<file path="src/rtl/core/rdxp_pkg.sv">
// Package for the radix partitioner: sizes, request/result codes and the
// payload, job and per-partition state types shared by the rdxp modules other than rdxp_ram.
// No dependencies.
`default_nettype none
package rdxp_pkg;

	localparam int PART_W     = 8;
	localparam int NPART      = 1 << PART_W;
	localparam int LINE_N     = 8;
	localparam int SLOT_W     = $clog2(LINE_N);
	localparam int CNT_W      = SLOT_W + 1;
	localparam int KEY_W      = 64;
	localparam int PAGE_W     = 16;
	localparam int OFF_W      = 18;
	localparam int OFFW_W     = OFF_W - SLOT_W;
	localparam int PCNT_W     = PAGE_W + 1;
	localparam int PB_W       = 4;
	localparam int PB_MAX     = PART_W;
	localparam logic [PB_W-1:0] PB_RESET = PB_W'(4);
	localparam int LB_DEPTH   = NPART * LINE_N;
	localparam int LB_AW      = PART_W + SLOT_W;
	localparam int JOBQ_DEPTH = 2;
	localparam int JQ_AW      = $clog2(JOBQ_DEPTH);
	localparam int OUTQ_DEPTH = 4;
	localparam int OQ_AW      = $clog2(OUTQ_DEPTH);
	localparam int OQ_CW      = $clog2(OUTQ_DEPTH + 1);

	localparam logic REQ_KEY    = 1'b0;
	localparam logic REQ_FLUSH  = 1'b1;
	localparam logic KIND_WRITE = 1'b0;
	localparam logic KIND_SUM   = 1'b1;

	localparam logic [SLOT_W-1:0] SLOT_LAST = SLOT_W'(LINE_N - 1);

	typedef struct packed {
		logic              req_type;
		logic [KEY_W-1:0]  key;
		logic [PART_W-1:0] flush_partition;
	} req_t;

	typedef struct packed {
		logic              kind;
		logic [PART_W-1:0] partition;
		logic [PAGE_W-1:0] page;
		logic [OFF_W-1:0]  offset;
		logic [KEY_W-1:0]  value;
		logic [PCNT_W-1:0] page_count;
		logic              overflow;
		logic              last;
	} rsp_t;

	// per-partition counters; the in-page offset is kept in line units
	typedef struct packed {
		logic              ovf;
		logic [PAGE_W-1:0] page;
		logic [OFFW_W-1:0] offw;
		logic [SLOT_W-1:0] slot;
	} pst_t;

	typedef struct packed {
		logic              flush;
		logic [PART_W-1:0] partition;
		logic [PAGE_W-1:0] page;
		logic [OFF_W-1:0]  offset_base;
		logic [CNT_W-1:0]  count;
		logic              overflow;
		logic [KEY_W-1:0]  key;
	} job_t;

	typedef struct packed {
		logic              busy;
		logic [PART_W-1:0] partition;
	} back_stat_t;

	// bucket = top bits of the key, bit count clamped to 1..PB_MAX
	function automatic logic [PART_W-1:0] key_part(input logic [KEY_W-1:0] key,
			input logic [PB_W-1:0] pb);
		logic [PB_W-1:0] b;
		logic [PB_W-1:0] sh;
		b = pb;
		if (b == '0) b = PB_W'(1);
		if (b > PB_W'(PB_MAX)) b = PB_W'(PB_MAX);
		sh = PB_W'(PB_MAX) - b;
		return key[KEY_W-1 -: PART_W] >> sh;
	endfunction

endpackage
`default_nettype wire

</file>
<file path="src/rtl/core/rdxp_back.sv">
// Back end: walks a job entry by entry, reads the line buffer and queues
// entry writes and summaries in a small result queue.
// Depends on rdxp_pkg.
`default_nettype none
module rdxp_back import rdxp_pkg::*; (
	input  wire logic             clk,
	input  wire logic             arst_n,
	input  wire logic             jq_empty,
	output logic                  jq_pop,
	input  wire job_t             job,
	output logic      [LB_AW-1:0] lb_raddr,
	input  wire logic [KEY_W-1:0] lb_rdata,
	output back_stat_t            stat,
	output logic                  empty,
	input  wire logic             pop,
	output rsp_t                  rsp
);

	job_t             job_q;
	logic             active_q;
	logic [CNT_W-1:0] j_q;
	logic             pv_s1;
	rsp_t             pr_s1;
	logic             use_ram_s1;
	rsp_t             oq_q [OUTQ_DEPTH];
	logic [OQ_AW-1:0] owp_q;
	logic [OQ_AW-1:0] orp_q;
	logic [OQ_CW-1:0] oc_q;
	logic [OQ_CW-1:0] occ_tot;
	logic             load;
	logic             is_sum;
	logic             is_keyslot;
	logic             fin;
	logic             step;
	logic             opop;
	rsp_t             res;

	assign load       = !active_q && !jq_empty;
	assign jq_pop     = load;
	assign is_sum     = job_q.flush && (j_q == job_q.count);
	// the key that completed the line never went through the buffer
	assign is_keyslot = !job_q.flush && (j_q == CNT_W'(LINE_N - 1));
	assign fin        = is_sum || is_keyslot;
	// count the read in flight so the result queue can never overrun
	assign occ_tot    = oc_q + OQ_CW'(pv_s1);
	assign step       = active_q && (occ_tot < OQ_CW'(OUTQ_DEPTH));
	assign lb_raddr   = {job_q.partition, j_q[SLOT_W-1:0]};
	assign stat.busy      = active_q;
	assign stat.partition = job_q.partition;

	always_comb begin
		res = pr_s1;
		if (use_ram_s1) res.value = lb_rdata;
	end

	assign opop  = pop && !empty;
	assign empty = (oc_q == '0);
	assign rsp   = oq_q[orp_q];

	always_ff @(posedge clk or negedge arst_n) begin
		if (!arst_n) begin
			active_q <= 1'b0;
			j_q      <= '0;
			pv_s1    <= 1'b0;
			owp_q    <= '0;
			orp_q    <= '0;
			oc_q     <= '0;
		end else begin
			if (load) begin
				active_q <= 1'b1;
				j_q      <= '0;
			end else if (step) begin
				if (fin) active_q <= 1'b0;
				j_q <= j_q + CNT_W'(1);
			end
			pv_s1 <= step;
			if (pv_s1) owp_q <= owp_q + OQ_AW'(1);
			if (opop) orp_q <= orp_q + OQ_AW'(1);
			oc_q <= oc_q + OQ_CW'(pv_s1) - OQ_CW'(opop);
		end
	end

	always_ff @(posedge clk) begin
		if (load) job_q <= job;
		if (step) begin
			pr_s1.kind       <= is_sum ? KIND_SUM : KIND_WRITE;
			pr_s1.partition  <= job_q.partition;
			pr_s1.page       <= job_q.page;
			pr_s1.offset     <= job_q.offset_base + OFF_W'(j_q);
			pr_s1.value      <= is_keyslot ? job_q.key : '0;
			pr_s1.page_count <= is_sum ? ({1'b0, job_q.page} + PCNT_W'(1)) : '0;
			pr_s1.overflow   <= job_q.overflow;
			pr_s1.last       <= fin;
			use_ram_s1       <= !is_sum && !is_keyslot;
		end
		if (pv_s1) oq_q[owp_q] <= res;
	end

endmodule
`default_nettype wire

</file>
<file path="config.mk">
export PLATFORM = sky130hd
export DESIGN_NAME = rdxp_back
export DESIGN_NICKNAME = d
export VERILOG_FILES = /design/src/rtl/core/rdxp_pkg.sv /design/src/rtl/core/rdxp_back.sv
export SDC_FILE = /design/constraint.sdc
export NUM_CORES = 1
export LEC_CHECK = 0
export BUFFER_PORTS_ARGS = -buffer_cell sky130_fd_sc_hd__buf_4
export CORE_MARGIN = 5
export CORE_UTILIZATION = 43
export CTS_BUF_LIST = sky130_fd_sc_hd__clkbuf_8 sky130_fd_sc_hd__clkbuf_16
export DETAILED_ROUTE_END_ITERATION = 8
export GPL_TIMING_DRIVEN = 1
export PLACE_DENSITY_LB_ADDON = 0.2
export SYNTH_ARGS = -nofsm -noshare
export SYNTH_HDL_FRONTEND = slang
export SYNTH_SLANG_ARGS = --single-unit
</file>
<file path="constraint.sdc">
create_clock -name clk -period 7 [get_ports clk]
set_input_delay 0.7 -clock clk [delete_from_list [all_inputs] [get_ports clk]]
set_output_delay 0.7 -clock clk [all_outputs]
set_load 0.02 [all_outputs]
</file>
==> flow_metrics.tcl <==
set metrics [dict create \
    cp-start-kind "flop" \
    synth_seq_area_share_pct 80.36 \
    grt_pass1_vias 14030 \
    grt_usage_pct 16.70 \
    syn_inst 1250 \
    tns_ns 0 \
    synth_top_family_by_area "multiplexers" \
    slowest_stage "dfrtp_4" \
    finalNonFillerCells 2537 \
    dpl.hpwl_um 36150 \
    clk_latency_ns 0.61 \
    grt.overflow.total 0 \
    use_met2_pct 27.78 \
    period_share_pct 54.51 \
    min_to "job_q[75]$_DFFE_PP_" \
    yosys.area_share.xor_xnor_pct 1.213 \
    viasPerCell 5.107 \
    ios 328 \
    fin_crit_ns 3.815 \
    r2r_slack_ns 3.66 \
    die_x_um 266.0 \
    r2r-end "pr_s1[66]$_SDFFCE_PN0P_" \
    crit_buf_inv 2 \
    synth_fa_ha_area_share_pct 0.6929 \
    finalWirelength_um 59430 \
    max_freq_ghz 0.2621 \
    io_buffer_count 327 \
    ir_drop_uv 350.0 \
    status "complete, no violations" \
    hold_viol_final 0 \
    regToRegStartpoint "pv_s1$_DFF_PN0_" \
    synth_top_area_share_pct 79.20 \
    antenna_found_initial 8 \
    synth-compound-area-share_pct 0.3642 \
    drt_iter0_markers 806 \
    critPathMaxFanout 37 \
    slew_violations 0 \
    crit_family "buffers and inverters" \
    min_path_type "in2reg" \
    arrival_ns 3.12 \
    leakage_nw 11.84 \
    power.density_mw_per_mm2 471.2 \
    synthDistinctLibCells 39 \
    synthArstFlopShare_pct 1.720 \
    die-height_um 266.0 \
    yosysTopAreaCell "edfxtp_1" \
    grt_start_max_net_pins 80 \
    h-tree-depth 3 \
    yosys_warnings 0 \
    grt_pass1_wl_um 88960 \
    core_mm2 0.06470 \
    ys_ff_latch 756 \
    relSlewSlack_pct 27.31 \
    setup_viol_count_final 0 \
    cpMostUsedCell "buf_4" \
    die_area_mm2 0.07073 \
    holdPathStages 1 \
    critPathRequiredTime_ns 6.30 \
    use_met3_pct 3.860 \
    post_drt_wl_per_cell_um 23.43 \
    ys_dominant_reg_cell "edfxtp_1" \
    cts_tree "done" \
    reg2regPathDepth 6 \
    synth_edf_count 743 \
    clock_sinks 756 \
    synth.area.mux_share_pct 12.67 \
    gp_congestion 0.7315 \
    rows 93 \
    cts_buffers 80 \
    use_met1_pct 22.51 \
    path_cells "buf_4 > mux4_2 > buf_4" \
    cap_violations 0 \
    clock-root-buffer "clkbuf_16" \
    start_util_pct 43.54 \
    hp-start "job[75]" \
    drive_above_1_share_pct 39.35 \
    top_usage_layer "met2" \
    cts_buffer_depth 3 \
    rsz0062_at_grt "no" \
    syn_area_mm2 0.02817 \
    clk_pin_slew_ns 0.06 \
    synth.area.top_cells "edfxtp_1 79%, mux4_2 10%, mux2_2 2.6%" \
    drt-pass1-iter-count 4 \
    dp.cells 2387 \
    synth_area_per_cell_um2 22.54 \
    num_vias 12960 \
    cp-end-kind "output pin" \
    synthSimpleGateAreaFrac_pct 3.105 \
    finalClockSkew_ns 0.02349 \
    critPathKind "reg2out" \
    worst_pin_slew_ns 1.090 \
    syn_nets 1445 \
    slowest_delay_ns 0.93 \
    syn_to_final_growth_pct 20.93 \
    drc_errors 0 \
    postRouteAntennaNets 0 \
    nets 1810 \
]
[how the worst max path moves through the flow]
stage	to	slack, ns	startpoint	cells after the start
2_1_floorplan	jq_pop	0.67	jq_empty	1
3_3_place_gp	pr_s1[67]$_SDFFCE_PN0P_	3.68	pv_s1$_DFF_PN0_	6
3_5_place_dp	pr_s1[65]$_SDFFCE_PN0P_	3.55	pv_s1$_DFF_PN0_	6
4_1_cts	rsp[90]	3.01	orp_q[0]$_DFFE_PN0P_	3
5_1_grt	rsp[83]	2.90	orp_q[0]$_DFFE_PN0P_	3
6_report	rsp[90]	3.18	orp_q[0]$_DFFE_PN0P_	3
[kinds of logic (layout without fill, tap and decap cells)]
kind of cell | after synthesis | count (layout)
other cells | 0 | 2
mux | 191 | 191
simple gates | 151 | 151
xor+xnor | 39 | 39
fa+ha+maj | 15 | 15
flops | 756 | 756
buf+inv | 83 | 513
compound gates | 15 | 15
[layout by cell type, fill, tap and decap left out, drive strengths merged]
| master | count |
|---|---|
| mux4 | 126 |
| a31oi | 1 |
| nand3 | 15 |
| nor3 | 8 |
| xnor2 | 29 |
| mux2 | 64 |
| o22ai | 1 |
| buf | 345 |
| o21ai | 4 |
| inv | 44 |
| nand2 | 16 |
| a21oi | 3 |
| dfrtp | 13 |
| nand4 | 10 |
| a211oi | 2 |
| o31ai | 1 |
| nor4 | 5 |
| nor3b | 1 |
| nor2 | 23 |
| mux2i | 1 |
| clkinv | 32 |
| clkinvlp | 1 |
| and3 | 1 |
| clkbuf | 85 |
| bufinv | 5 |
| a21o | 2 |
| nor2b | 2 |
| and4 | 1 |
| ha | 14 |
| nand2b | 1 |
| and2 | 68 |
| o211ai | 1 |
| diode | 2 |
| edfxtp | 743 |
| dlygate4sd3 | 1 |
| fa | 1 |
| xor2 | 10 |
[through the flow]
| stage | worst slack [ns] | instance area, um2 | hold slack (ns) | power [mW] | utilization [%] |
|---|---|---|---|---|---|
| floorplan | 0.6663 | 28170 | 0.4003 | 10.34 | - |
| global placement | 3.680 | 31510 | 0.4153 | 12.18 | 48.71 |
| detailed placement | 3.554 | 31510 | 0.4056 | 12.28 | 48.71 |
| CTS | 3.007 | 34060 | 0.2178 | 16.37 | 52.65 |
| global route | 2.895 | 34060 | 0.2234 | 16.84 | 52.65 |
| finish | 3.185 | 34070 | 0.2631 | 16.05 | 52.66 |
[Yosys cell counts (all sizes together), types with 3 or more instances]
cell type    n
xnor2       29
edfxtp     743
mux2        64
mux4       126
nand4       10
buf         55
nor4         5
o21ai        4
clkbuf       8
nor3         8
a21oi        3
inv         20
and2        68
xor2        10
nand3       15
nor2        23
ha          14
dfrtp       13
nand2       16
[metal layers]
| metal | part of all wire [%] | up-vias | routed length, um |
|---|---|---|---|
| met5 | 0.11 | - | 64 |
| met4 | 1.8 | 10 | 1065 |
| met3 | 5.5 | 84 | 3271 |
| met2 | 50 | 305 | 29860 |
| met1 | 42 | 6768 | 25170 |
| li1 | - | 5790 | - |
[area by class of cell]
| type | count | area (um2) |
|---|---|---|
| clock buffer | 85 | 2093 |
| clock inverter | 62 | 445.4 |
| tap | 855 | 1070 |
| sequential | 756 | 22640 |
| timing repair buffer | 346 | 2625 |
| antenna | 2 | 5.005 |
| fill | 5155 | 30630 |
| inverter | 20 | 80.08 |
| multi-input combinational | 411 | 5105 |
[registers in the layout, indices dropped and copies added, names as in the netlist]
| name | count |
|---|---|
| active_q | 1 |
| lb_raddr | 8 |
| oc_q | 3 |
| oq_q | 504 |
| pv_s1 | 1 |
| owp_q | 2 |
| use_ram_s1 | 1 |
| pr_s1 | 126 |
| j_q | 4 |
| job_q | 104 |
| orp_q | 2 |
[where the power goes]
group | internal [mW] | switching (mW)
Combinational | 1.83 | 2.69
Clock | 2.34 | 1.68
Sequential | 6.88 | 0.621
[timing repair]
| action | CTS | global route |
|---|---|---|
| setup buffers | 0 | 0 |
| gates resized for setup | 0 | 0 |
| hold buffers | 1 | 0 |
| hold endpoints to repair | 13 | 0 |
Note: power is estimated with default switching activity, not from simulation.
