### config.mk
export PLATFORM = sky130hd
export DESIGN_NAME = rdxp_jobq
export DESIGN_NICKNAME = d
export VERILOG_FILES = /design/src/rtl/core/rdxp_pkg.sv /design/src/rtl/core/rdxp_jobq.sv
export SDC_FILE = /design/constraint.sdc
export NUM_CORES = 1
export LEC_CHECK = 0
export BUFFER_PORTS_ARGS = -buffer_cell sky130_fd_sc_hd__buf_2
export CORE_ASPECT_RATIO = 0.6
export CORE_MARGIN = 4
export CORE_UTILIZATION = 52
export CTS_BUF_LIST = sky130_fd_sc_hd__clkbuf_16
export DETAILED_ROUTE_END_ITERATION = 12
export PLACE_DENSITY = 0.82
export SYNTH_ARGS = -nofsm -noshare
export SYNTH_HDL_FRONTEND = slang
export SYNTH_SLANG_ARGS = --single-unit
export TNS_END_PERCENT = 20
### constraint.sdc
create_clock -name clk -period 11.5 [get_ports clk]
set_input_delay 1.15 -clock clk [delete_from_list [all_inputs] [get_ports clk]]
set_output_delay 1.15 -clock clk [all_outputs]
set_load 0.01 [all_outputs]
### src/rtl/core/rdxp_pkg.sv
// Package for the radix partitioner: sizes, request/result codes and the
// payload, job and per-partition state types shared by the rdxp modules other than rdxp_ram.
// No dependencies.
`default_nettype none
package rdxp_pkg;

	localparam int PART_W     = 8;
	localparam int NPART      = 1 << PART_W;
	localparam int LINE_N     = 8;
	localparam int SLOT_W     = $clog2(LINE_N);
	localparam int CNT_W      = SLOT_W + 1;
	localparam int KEY_W      = 64;
	localparam int PAGE_W     = 16;
	localparam int OFF_W      = 18;
	localparam int OFFW_W     = OFF_W - SLOT_W;
	localparam int PCNT_W     = PAGE_W + 1;
	localparam int PB_W       = 4;
	localparam int PB_MAX     = PART_W;
	localparam logic [PB_W-1:0] PB_RESET = PB_W'(4);
	localparam int LB_DEPTH   = NPART * LINE_N;
	localparam int LB_AW      = PART_W + SLOT_W;
	localparam int JOBQ_DEPTH = 2;
	localparam int JQ_AW      = $clog2(JOBQ_DEPTH);
	localparam int OUTQ_DEPTH = 4;
	localparam int OQ_AW      = $clog2(OUTQ_DEPTH);
	localparam int OQ_CW      = $clog2(OUTQ_DEPTH + 1);

	localparam logic REQ_KEY    = 1'b0;
	localparam logic REQ_FLUSH  = 1'b1;
	localparam logic KIND_WRITE = 1'b0;
	localparam logic KIND_SUM   = 1'b1;

	localparam logic [SLOT_W-1:0] SLOT_LAST = SLOT_W'(LINE_N - 1);

	typedef struct packed {
		logic              req_type;
		logic [KEY_W-1:0]  key;
		logic [PART_W-1:0] flush_partition;
	} req_t;

	typedef struct packed {
		logic              kind;
		logic [PART_W-1:0] partition;
		logic [PAGE_W-1:0] page;
		logic [OFF_W-1:0]  offset;
		logic [KEY_W-1:0]  value;
		logic [PCNT_W-1:0] page_count;
		logic              overflow;
		logic              last;
	} rsp_t;

	// per-partition counters; the in-page offset is kept in line units
	typedef struct packed {
		logic              ovf;
		logic [PAGE_W-1:0] page;
		logic [OFFW_W-1:0] offw;
		logic [SLOT_W-1:0] slot;
	} pst_t;

	typedef struct packed {
		logic              flush;
		logic [PART_W-1:0] partition;
		logic [PAGE_W-1:0] page;
		logic [OFF_W-1:0]  offset_base;
		logic [CNT_W-1:0]  count;
		logic              overflow;
		logic [KEY_W-1:0]  key;
	} job_t;

	typedef struct packed {
		logic              busy;
		logic [PART_W-1:0] partition;
	} back_stat_t;

	// bucket = top bits of the key, bit count clamped to 1..PB_MAX
	function automatic logic [PART_W-1:0] key_part(input logic [KEY_W-1:0] key,
			input logic [PB_W-1:0] pb);
		logic [PB_W-1:0] b;
		logic [PB_W-1:0] sh;
		b = pb;
		if (b == '0) b = PB_W'(1);
		if (b > PB_W'(PB_MAX)) b = PB_W'(PB_MAX);
		sh = PB_W'(PB_MAX) - b;
		return key[KEY_W-1 -: PART_W] >> sh;
	endfunction

endpackage
`default_nettype wire

### src/rtl/core/rdxp_jobq.sv
// Short job queue between front and back end; also reports whether a
// queued job touches a given partition.
// Depends on rdxp_pkg.
`default_nettype none
module rdxp_jobq import rdxp_pkg::*; (
	input  wire logic              clk,
	input  wire logic              arst_n,
	input  wire logic              push,
	input  wire job_t              din,
	output logic                   full,
	input  wire logic              pop,
	output job_t                   dout,
	output logic                   empty,
	input  wire logic [PART_W-1:0] chk_part,
	output logic                   hit
);

	job_t                  mem_q [JOBQ_DEPTH];
	logic [JOBQ_DEPTH-1:0] vld_q;
	logic [JQ_AW-1:0]      wp_q;
	logic [JQ_AW-1:0]      rp_q;

	assign full  = vld_q[wp_q];
	assign empty = !vld_q[rp_q];
	assign dout  = mem_q[rp_q];

	always_comb begin
		hit = 1'b0;
		for (int i = 0; i < JOBQ_DEPTH; i++)
			if (vld_q[i] && mem_q[i].partition == chk_part) hit = 1'b1;
	end

	always_ff @(posedge clk or negedge arst_n) begin
		if (!arst_n) begin
			vld_q <= '0;
			wp_q  <= '0;
			rp_q  <= '0;
		end else begin
			if (push && !full) begin
				vld_q[wp_q] <= 1'b1;
				wp_q        <= wp_q + JQ_AW'(1);
			end
			if (pop && !empty) begin
				vld_q[rp_q] <= 1'b0;
				rp_q        <= rp_q + JQ_AW'(1);
			end
		end
	end

	always_ff @(posedge clk) begin
		if (push && !full) mem_q[wp_q] <= din;
	end

endmodule
`default_nettype wire

==> summary.md, run 1 <==
| Metric | Value |
|---|---|
| Required time worst endpoint | 10.35 ns |
| Final hold violation count | 0 |
| DRT Pass-1 Iters | 4 |
| YS warnings | 0 |
| TritonCTS clock tree | done |
| Non-Filler Instances | 858 |
| First-pass GRT wire length | 26.0 mm |
| Die Width | 173 um |
| Peak VDD IR | 141 uV |
| Antenna Nets Post-Route | 0 |
| Critical Path Source Type | flop |
| Diode count | 0 |
| Endpoints failing setup | 0 |
| Hold_buf cts | 0 |
| Max-Cap Viols | 0 |
| Avg Inst Size Synth | 22.0 um2 |
| Worst-Margin Slew | 0.884 ns |
| Number of synthesized flops with an enable pin | 224 |
| Gate power share | 27.5% |
| Final Net Count | 765 |
| Post-CTS Setup Bufs | 0 |
| Post-Route WL | 16.9 mm |
| Site Rows | 35 |
| Largest fanout on the critical path | 66 |
| Die ar. | 18600 um2 |
| Seq/Total Area, Yosys | 79.9% |
| Total CTS buffers | 21 |
| CTS Root Cell | clkbuf_16 |
| Crit path from | rp_q$_DFFE_PN0P_ |
| Per-cell routed wire length | 19.7 um |
| Distinct cells, synth | 21 |
| Clock skew | 0.00852 ns |
| Area grow syn2layout | 24.5% |
| Top Ports | 239 |
| 1st-iter DRT viols | 290 |
| Initial antenna violation count | 2 |
| Remaining DRCs | 0 |
| Pwr per Cell Area | 245 nW/um2 |
| Die Y | 107 um |
| Most numerous cell in the Yosys netlist | edfxtp_1 |
| Asr flop ratio synth | 1.75% |
| Synth top area share | 78.7% |
| Fmax achieved | 246 MHz |
| Skew-Pair Late Insertion Delay | 0.48 ns |
| Share of cells above drive strength 1 | 59.4% |
| Switching share of power | 28.1% |
| Syn Std Cell Area | 8540 um2 |
| Hold WC Path Type | in -> async |
| Reg2reg start | rp_q$_DFFE_PN0P_ |
| Vias | 4498 |
| Placed cell count | 821 |
| Clk buf depth | 3 |
| Setup CP Type | reg -> out |
| Vias in the first global route | 4753 |
| Detailed Place HPWL | 11.5 mm |
| Core Footprint | 15700 um2 |
| Via/cell ratio | 5.24 |
| GPL Wtd Cong | 0.798 |
| Main flop type after synthesis | edfxtp_1 |
| P_sw | 0.000732 W |
| CP Capture Type | output port |
| RSZ-0062 raised after global routing | no |
| Min cycle time layout | 4.06 ns |
| Cell count after synthesis | 388 |
| Pins Over Slew Limit | 0 |
| Reg clk slew, reported paths | 0.06 ns |
| Max_slew headroom | 41.1% |
| Synth area leader | edfxtp_1 |
| # fillers | 1026 |
| Syn nets | 512 |
| Sequential share of power | 45.6% |
| Total GRT Usage | 17.8% |
| Pin count of the biggest net entering global routing | 67 |
| Post_cts resized | 0 |
| # port buffers | 238 |
| Static Leak | 4.11 nW |
| Setup TNS Final | 0 ns |
| H-Tree Depth | 1 |
| Data arrival, critical path | 2.91 ns |
| Flops & latches, synth | 228 |
| Grt ovf | 0 |
| Internal power | 0.00188 W |
| Top cell types by occurrence after synthesis | 224 x edfxtp_1, 87 x mux2_2, 26 x mux2_4 |
| Run status | finished clean |
| Power share of the clock group | 26.9% |
| Top cells by area, synth | edfxtp_1 79%, mux2_2 11%, mux2_4 4.6% |
| Initial Util | 54.3% |
| Tcrit/Tclk final | 35.3% |
| Clk sinks | 228 |
-- registers in the layout, indices dropped and copies added (netlist names) --
register	flops
vld_q	2
mem_q	224
rp_q	1
wp_q	1
-- worst max-delay path: stages (launching register included) --
cell and delay, ns:
dfrtp_4 0.94, buf_4 0.78, mux2_2 0.43, buf_2 0.14
-- placed cells by master (no fill, tap or decap) --
| cell | instances |
|---|---|
| o21bai_1 | 1 |
| mux2_4 | 26 |
| a21o_1 | 2 |
| xor2_1 | 11 |
| bufinv_16 | 4 |
| edfxtp_1 | 224 |
| nor3_1 | 1 |
| nand2b_1 | 1 |
| xnor2_1 | 5 |
| dfrtp_1 | 3 |
| a21oi_1 | 1 |
| buf_4 | 5 |
| inv_1 | 4 |
| nand4_1 | 2 |
| dfrtp_4 | 1 |
| nor3b_2 | 2 |
| mux2_2 | 87 |
| nor4_1 | 2 |
| clkinv_1 | 4 |
| clkinv_2 | 5 |
| o21ai_1 | 1 |
| buf_2 | 238 |
| mux2i_1 | 1 |
| a31oi_1 | 1 |
| clkbuf_16 | 21 |
| nand2_1 | 2 |
-- cell families after synthesis --
family | after synthesis | synth area share (%)
AND/OR/NAND/NOR | 10 | 0.688
multiplexers | 114 | 16.2
buffers and inverters | 14 | 1.17
XOR/XNOR | 16 | 1.64
flip-flops | 228 | 79.9
AO/OA/AOI/OAI | 6 | 0.454
-- per-stage QoR --
| step | total power [W] | util [%] | cell area [um2] | hold slack, ns | worst slack [ns] |
|---|---|---|---|---|---|
| 2_1_floorplan | 0.00171 | - | 8540 | 0.514 | 1.42 |
| 3_3_place_gp | 0.00191 | 63.3 | 9940 | 0.569 | 7.97 |
| 3_5_place_dp | 0.00193 | 63.3 | 9940 | 0.594 | 7.95 |
| 4_1_cts | 0.00264 | 67.7 | 10600 | 0.443 | 7.43 |
| 5_1_grt | 0.00273 | 67.7 | 10600 | 0.438 | 7.29 |
| 6_report | 0.00261 | 67.7 | 10600 | 0.460 | 7.44 |
-- power by group through the flow --
stage / sequential [W] / combinational [W] / clock (W)
after floorplan: 0.00120 / 0.000505 / 0
after global placement: 0.00120 / 0.000715 / 0
after detailed placement: 0.00121 / 0.000724 / 0
after CTS: 0.00119 / 0.000728 / 0.000717
after global routing: 0.00121 / 0.000770 / 0.000758
final: 0.00119 / 0.000717 / 0.000701
-- area by class of cell --
type                       instances  area [um2]  share of cell area (%)
multi-input combinational        146        1630                    15.3
tap                              203         254                    2.39
clock inverter                    16         171                    1.61
clock buffer                      21         526                    4.94
sequential                       228        6830                    64.2
inverter                           1        3.75                  0.0353
timing repair buffer             243        1230                    11.5
-- per-layer routing --
metal  track usage, %  vias to the layer above  wire length, um  share of wire (%)
met2             29.0                      247             7900                 47
li1                 -                     2041                -                  -
met1             24.1                     2175             6970                 41
met4             4.15                        4              355                2.1
met5                0                        -               21               0.12
met3             5.44                       31             1670                9.9
-- path summary, 6_finish.rpt --
| check | end | slack (ns) | depth (start not counted) |
|---|---|---|---|
| min in group clk | rp_q$_DFFE_PN0P_ | 0.62 | 1 |
| setup reg to reg | vld_q[1]$_DFF_PN0_ | 9.22 | 3 |
| setup / recovery | dout[62] | 7.44 | 3 |
| max in group asynchronous | rp_q$_DFFE_PN0P_ | 10.91 | 1 |
| hold / removal | vld_q[1]$_DFF_PN0_ | 0.46 | 1 |
| hold reg to reg | rp_q$_DFFE_PN0P_ | 0.62 | 1 |
No activity file was read; power rests on OpenSTA's default activity.
==> run 2: changes to the inputs <==
CORE_UTILIZATION = 47   (was 52)
PLACE_DENSITY = 0.78   (was 0.82)
clock period = 3.3 ns   (was 11.5 ns; I/O delays follow)
==> summary.md, run 2 (synthesized netlist as in run 1, its figures left out) <==
| Metric | Value |
|---|---|
| Core Footprint | 17500 um2 (+11%) |
| RSZ-0062 raised after global routing | no |
| Clk buf depth | 3 (unchanged) |
| CP Buf/Inv Count | 2 (unchanged) |
| Core Util, Final | 61.2% (-6.5 points) |
| Max reg flops | 224 (unchanged) |
| Grt met2 use | 25.4% (-3.6 points) |
| Clk sinks | 228 (unchanged) |
| Crit path from | rp_q$_DFFE_PN0P_ |
| Pin count of the biggest net entering global routing | 62 (-7.5%) |
| Die ar. | 20500 um2 (+10%) |
| Slowest CP cell | dfrtp_4 |
| Endpoints failing setup | 0 (unchanged) |
| Reg with most FFs | mem_q |
| Multi-input logic area | 1640 um2 (+0.77%) |
| Final hold violation count | 0 (unchanged) |
| Worst r2r path cells | 3 (unchanged) |
| CP endpoint | dout[50] |
| Peak VDD IR | 489 uV (+250%) |
| Slowest stage delay, CP | 0.98 ns (+0.04 ns) |
| Tcrit/Tclk final | 80.0% |
| Worst-Margin Slew | 0.888 ns (+0.00448 ns) |
| # port buffers | 238 (unchanged) |
| Max_slew headroom | 40.8% (-0.30 points) |
| Share of cells above drive strength 1 | 59.1% (-0.33 points) |
| Initial Util | 48.8% (-5.5 points) |
| Total CTS buffers | 21 (unchanged) |
| Area grow syn2layout | 25.4% |
| Remaining DRCs | 0 (unchanged) |
| Busiest grt layer | met2 |
| Data arrival, critical path | 2.31 ns (-0.60 ns) |
| Post_cts resized | 0 (unchanged) |
| CP Capture Type | output port |
| Pins Over Slew Limit | 0 (unchanged) |
| Internal power | 0.00649 W (+250%) |
| Static Leak | 4.12 nW (+0.22%) |
| Fmax achieved | 379 MHz |
| Required time worst endpoint | 2.97 ns (-7.38 ns) |
| Reg2reg setup slack | 1.50 ns (-7.72 ns) |
| 1st-iter DRT viols | 312 (+7.6%) |
| Run status | finished clean |
| Crit path max-delay family | flip-flops |
| Grt ovf | 0 (unchanged) |
| Final setup margin | 0.660 ns (-6.78 ns) |
| GPL Wtd Cong | 0.838 (+4.9%) |
| Vias | 4473 (-0.56%) |
| Hold Crit Start | din[11] |
| CTS Root Cell | clkbuf_16 |
| CP Depth | 3 (unchanged) |
| Clock skew | 0.0117 ns (+0.00321 ns) |
| Reg2reg start | wp_q$_DFFE_PN0N_ |
| Per-cell routed wire length | 19.1 um (-3.2%) |
| Switching share of power | 28.2% (+0.087 points) |
| Critical-path cell list | buf_12, mux2_2, buf_2 |
| Setup Slack @ Placement | 1.13 ns (-6.82 ns) |
| Initial antenna violation count | 4 (+2) |
| Site Rows | 37 (+5.7%) |
| Min cycle time layout | 2.64 ns |
| Vias in the first global route | 4777 (+0.50%) |
| Max-Cap Viols | 0 (unchanged) |
| Met3 Resource Use GR | 6.54% (+1.1 points) |
| Top Ports | 239 (unchanged) |
| H-Tree Depth | 1 (unchanged) |
| Skew-Pair Late Insertion Delay | 0.48 ns (about the same) |
| Largest fanout on the critical path | 60 (-9.1%) |
| Antenna Nets Post-Route | 0 (unchanged) |
| Reg-to-reg endpoint | mem_q[1][17]$_DFFE_PP_ |
| Reg clk slew, reported paths | 0.06 ns (about the same) |
| First-pass GRT wire length | 26.0 mm (-0.35%) |
| Die Width | 182 um (+4.9%) |
| Regs by FF count | mem_q x224, vld_q x2 |
| TritonCTS clock tree | done |
| Pwr per Cell Area | 844 nW/um2 (+240%) |
| Total GRT Usage | 16.1% (-1.7 points) |
| Final Net Count | 767 (+0.26%) |
| DRT Pass-1 Iters | 4 (unchanged) |
| Die Y | 112 um (+4.8%) |
| Hold WS | 0.0375 ns (-0.422 ns) |
| Most frequent cells in the layout | 238 x buf_2, 224 x edfxtp_1, 87 x mux2_2, 26 x mux2_4, 21 x clkbuf_16 |
| Post-CTS Setup Bufs | 0 (unchanged) |
| Post-Route WL | 17.0 mm (+0.62%) |
| Via/cell ratio | 5.01 (-4.3%) |
| Met1 Resource Use GR | 21.1% (-2.9 points) |
| P_sw | 0.00255 W (+250%) |
| Hold WC Path Type | in -> reg |
| Critical Path Source Type | flop |
| Commonest non-fill, non-tap cell in the layout | buf_2 |
| Gate power share | 28.0% (+0.5 points) |
| # fillers | 1264 (+23%) |
| Setup CP Type | reg -> out |
| Register Area | 6830 um2 (unchanged) |
| Detailed Place HPWL | 12.1 mm (+4.7%) |
| Power share of the clock group | 25.9% (-1.0 points) |
| Sequential share of power | 46.0% (+0.4 points) |
[run 2: changes by cell type in the layout (fill, tap and decap cells not counted)]
cell           change
nor3b_2            -2
bufinv_16          -1
diode_2            +1
dlygate4sd3_1      +1
nor3b_4            +2
clkinv_1           +2
clkinv_4           +1
clkinv_2           -2
buf_12             +2
buf_4              -1
[run 2: area by class of cell]
cell class                      instances  area share (%)
Sequential cell                       228            63.8
Clock buffer                           21            4.90
Tap cell                              234            2.73
Clock inverter                         16            1.38
Inverter                                1          0.0350
Antenna cell                            1          0.0234
Multi-Input combinational cell        146            15.3
Timing Repair Buffer                  245            11.9
[run 2: power by group through the flow]
stage / combinational, W / sequential (W) / clock [W]
5_1_grt: 0.00272 / 0.00422 / 0.00254
3_5_place_dp: 0.00256 / 0.00423 / 0
3_3_place_gp: 0.00252 / 0.00420 / 0
6_report: 0.00253 / 0.00416 / 0.00234
4_1_cts: 0.00258 / 0.00417 / 0.00239
2_1_floorplan: 0.00177 / 0.00406 / 0
[run 2: how the worst min path moves through the flow]
| stage | cells past startpoint | end | slack [ns] |
|---|---|---|---|
| 6_report | 1 | mem_q[0][11]$_DFFE_PP_ | 0.04 |
| 5_1_grt | 1 | mem_q[1][60]$_DFFE_PP_ | 0.02 |
| 3_3_place_gp | 1 | rp_q$_DFFE_PN0P_ | 0.14 |
| 2_1_floorplan | 0 | rp_q$_DFFE_PN0P_ | 0.03 |
| 3_5_place_dp | 1 | rp_q$_DFFE_PN0P_ | 0.14 |
| 4_1_cts | 1 | mem_q[0][23]$_DFFE_PP_ | 0.02 |
[run 2: stage by stage]
step | power, W | TNS, ns | area [um2] | cells
finish | 0.00904 | 0 | 10700 | 892
global route | 0.00948 | 0 | 10700 | 891
CTS | 0.00914 | 0 | 10700 | 891
detailed placement | 0.00680 | 0 | 10000 | 853
global placement | 0.00672 | 0 | 10000 | 853
floorplan | 0.00583 | -110.20 | 8570 | 388
[run 2: per-layer routing]
layer	routed length [um]	up-vias
li1	-	2047
met1	7050	2166
met2	7700	219
met3	1930	33
met4	307	8
met5	41	-
[run 2: timing repair]
item | in CTS | in global routing
endpoints found under the hold margin | 4 | 0
endpoints found under the setup margin | 0 | 0
hold buffers | 1 | 0
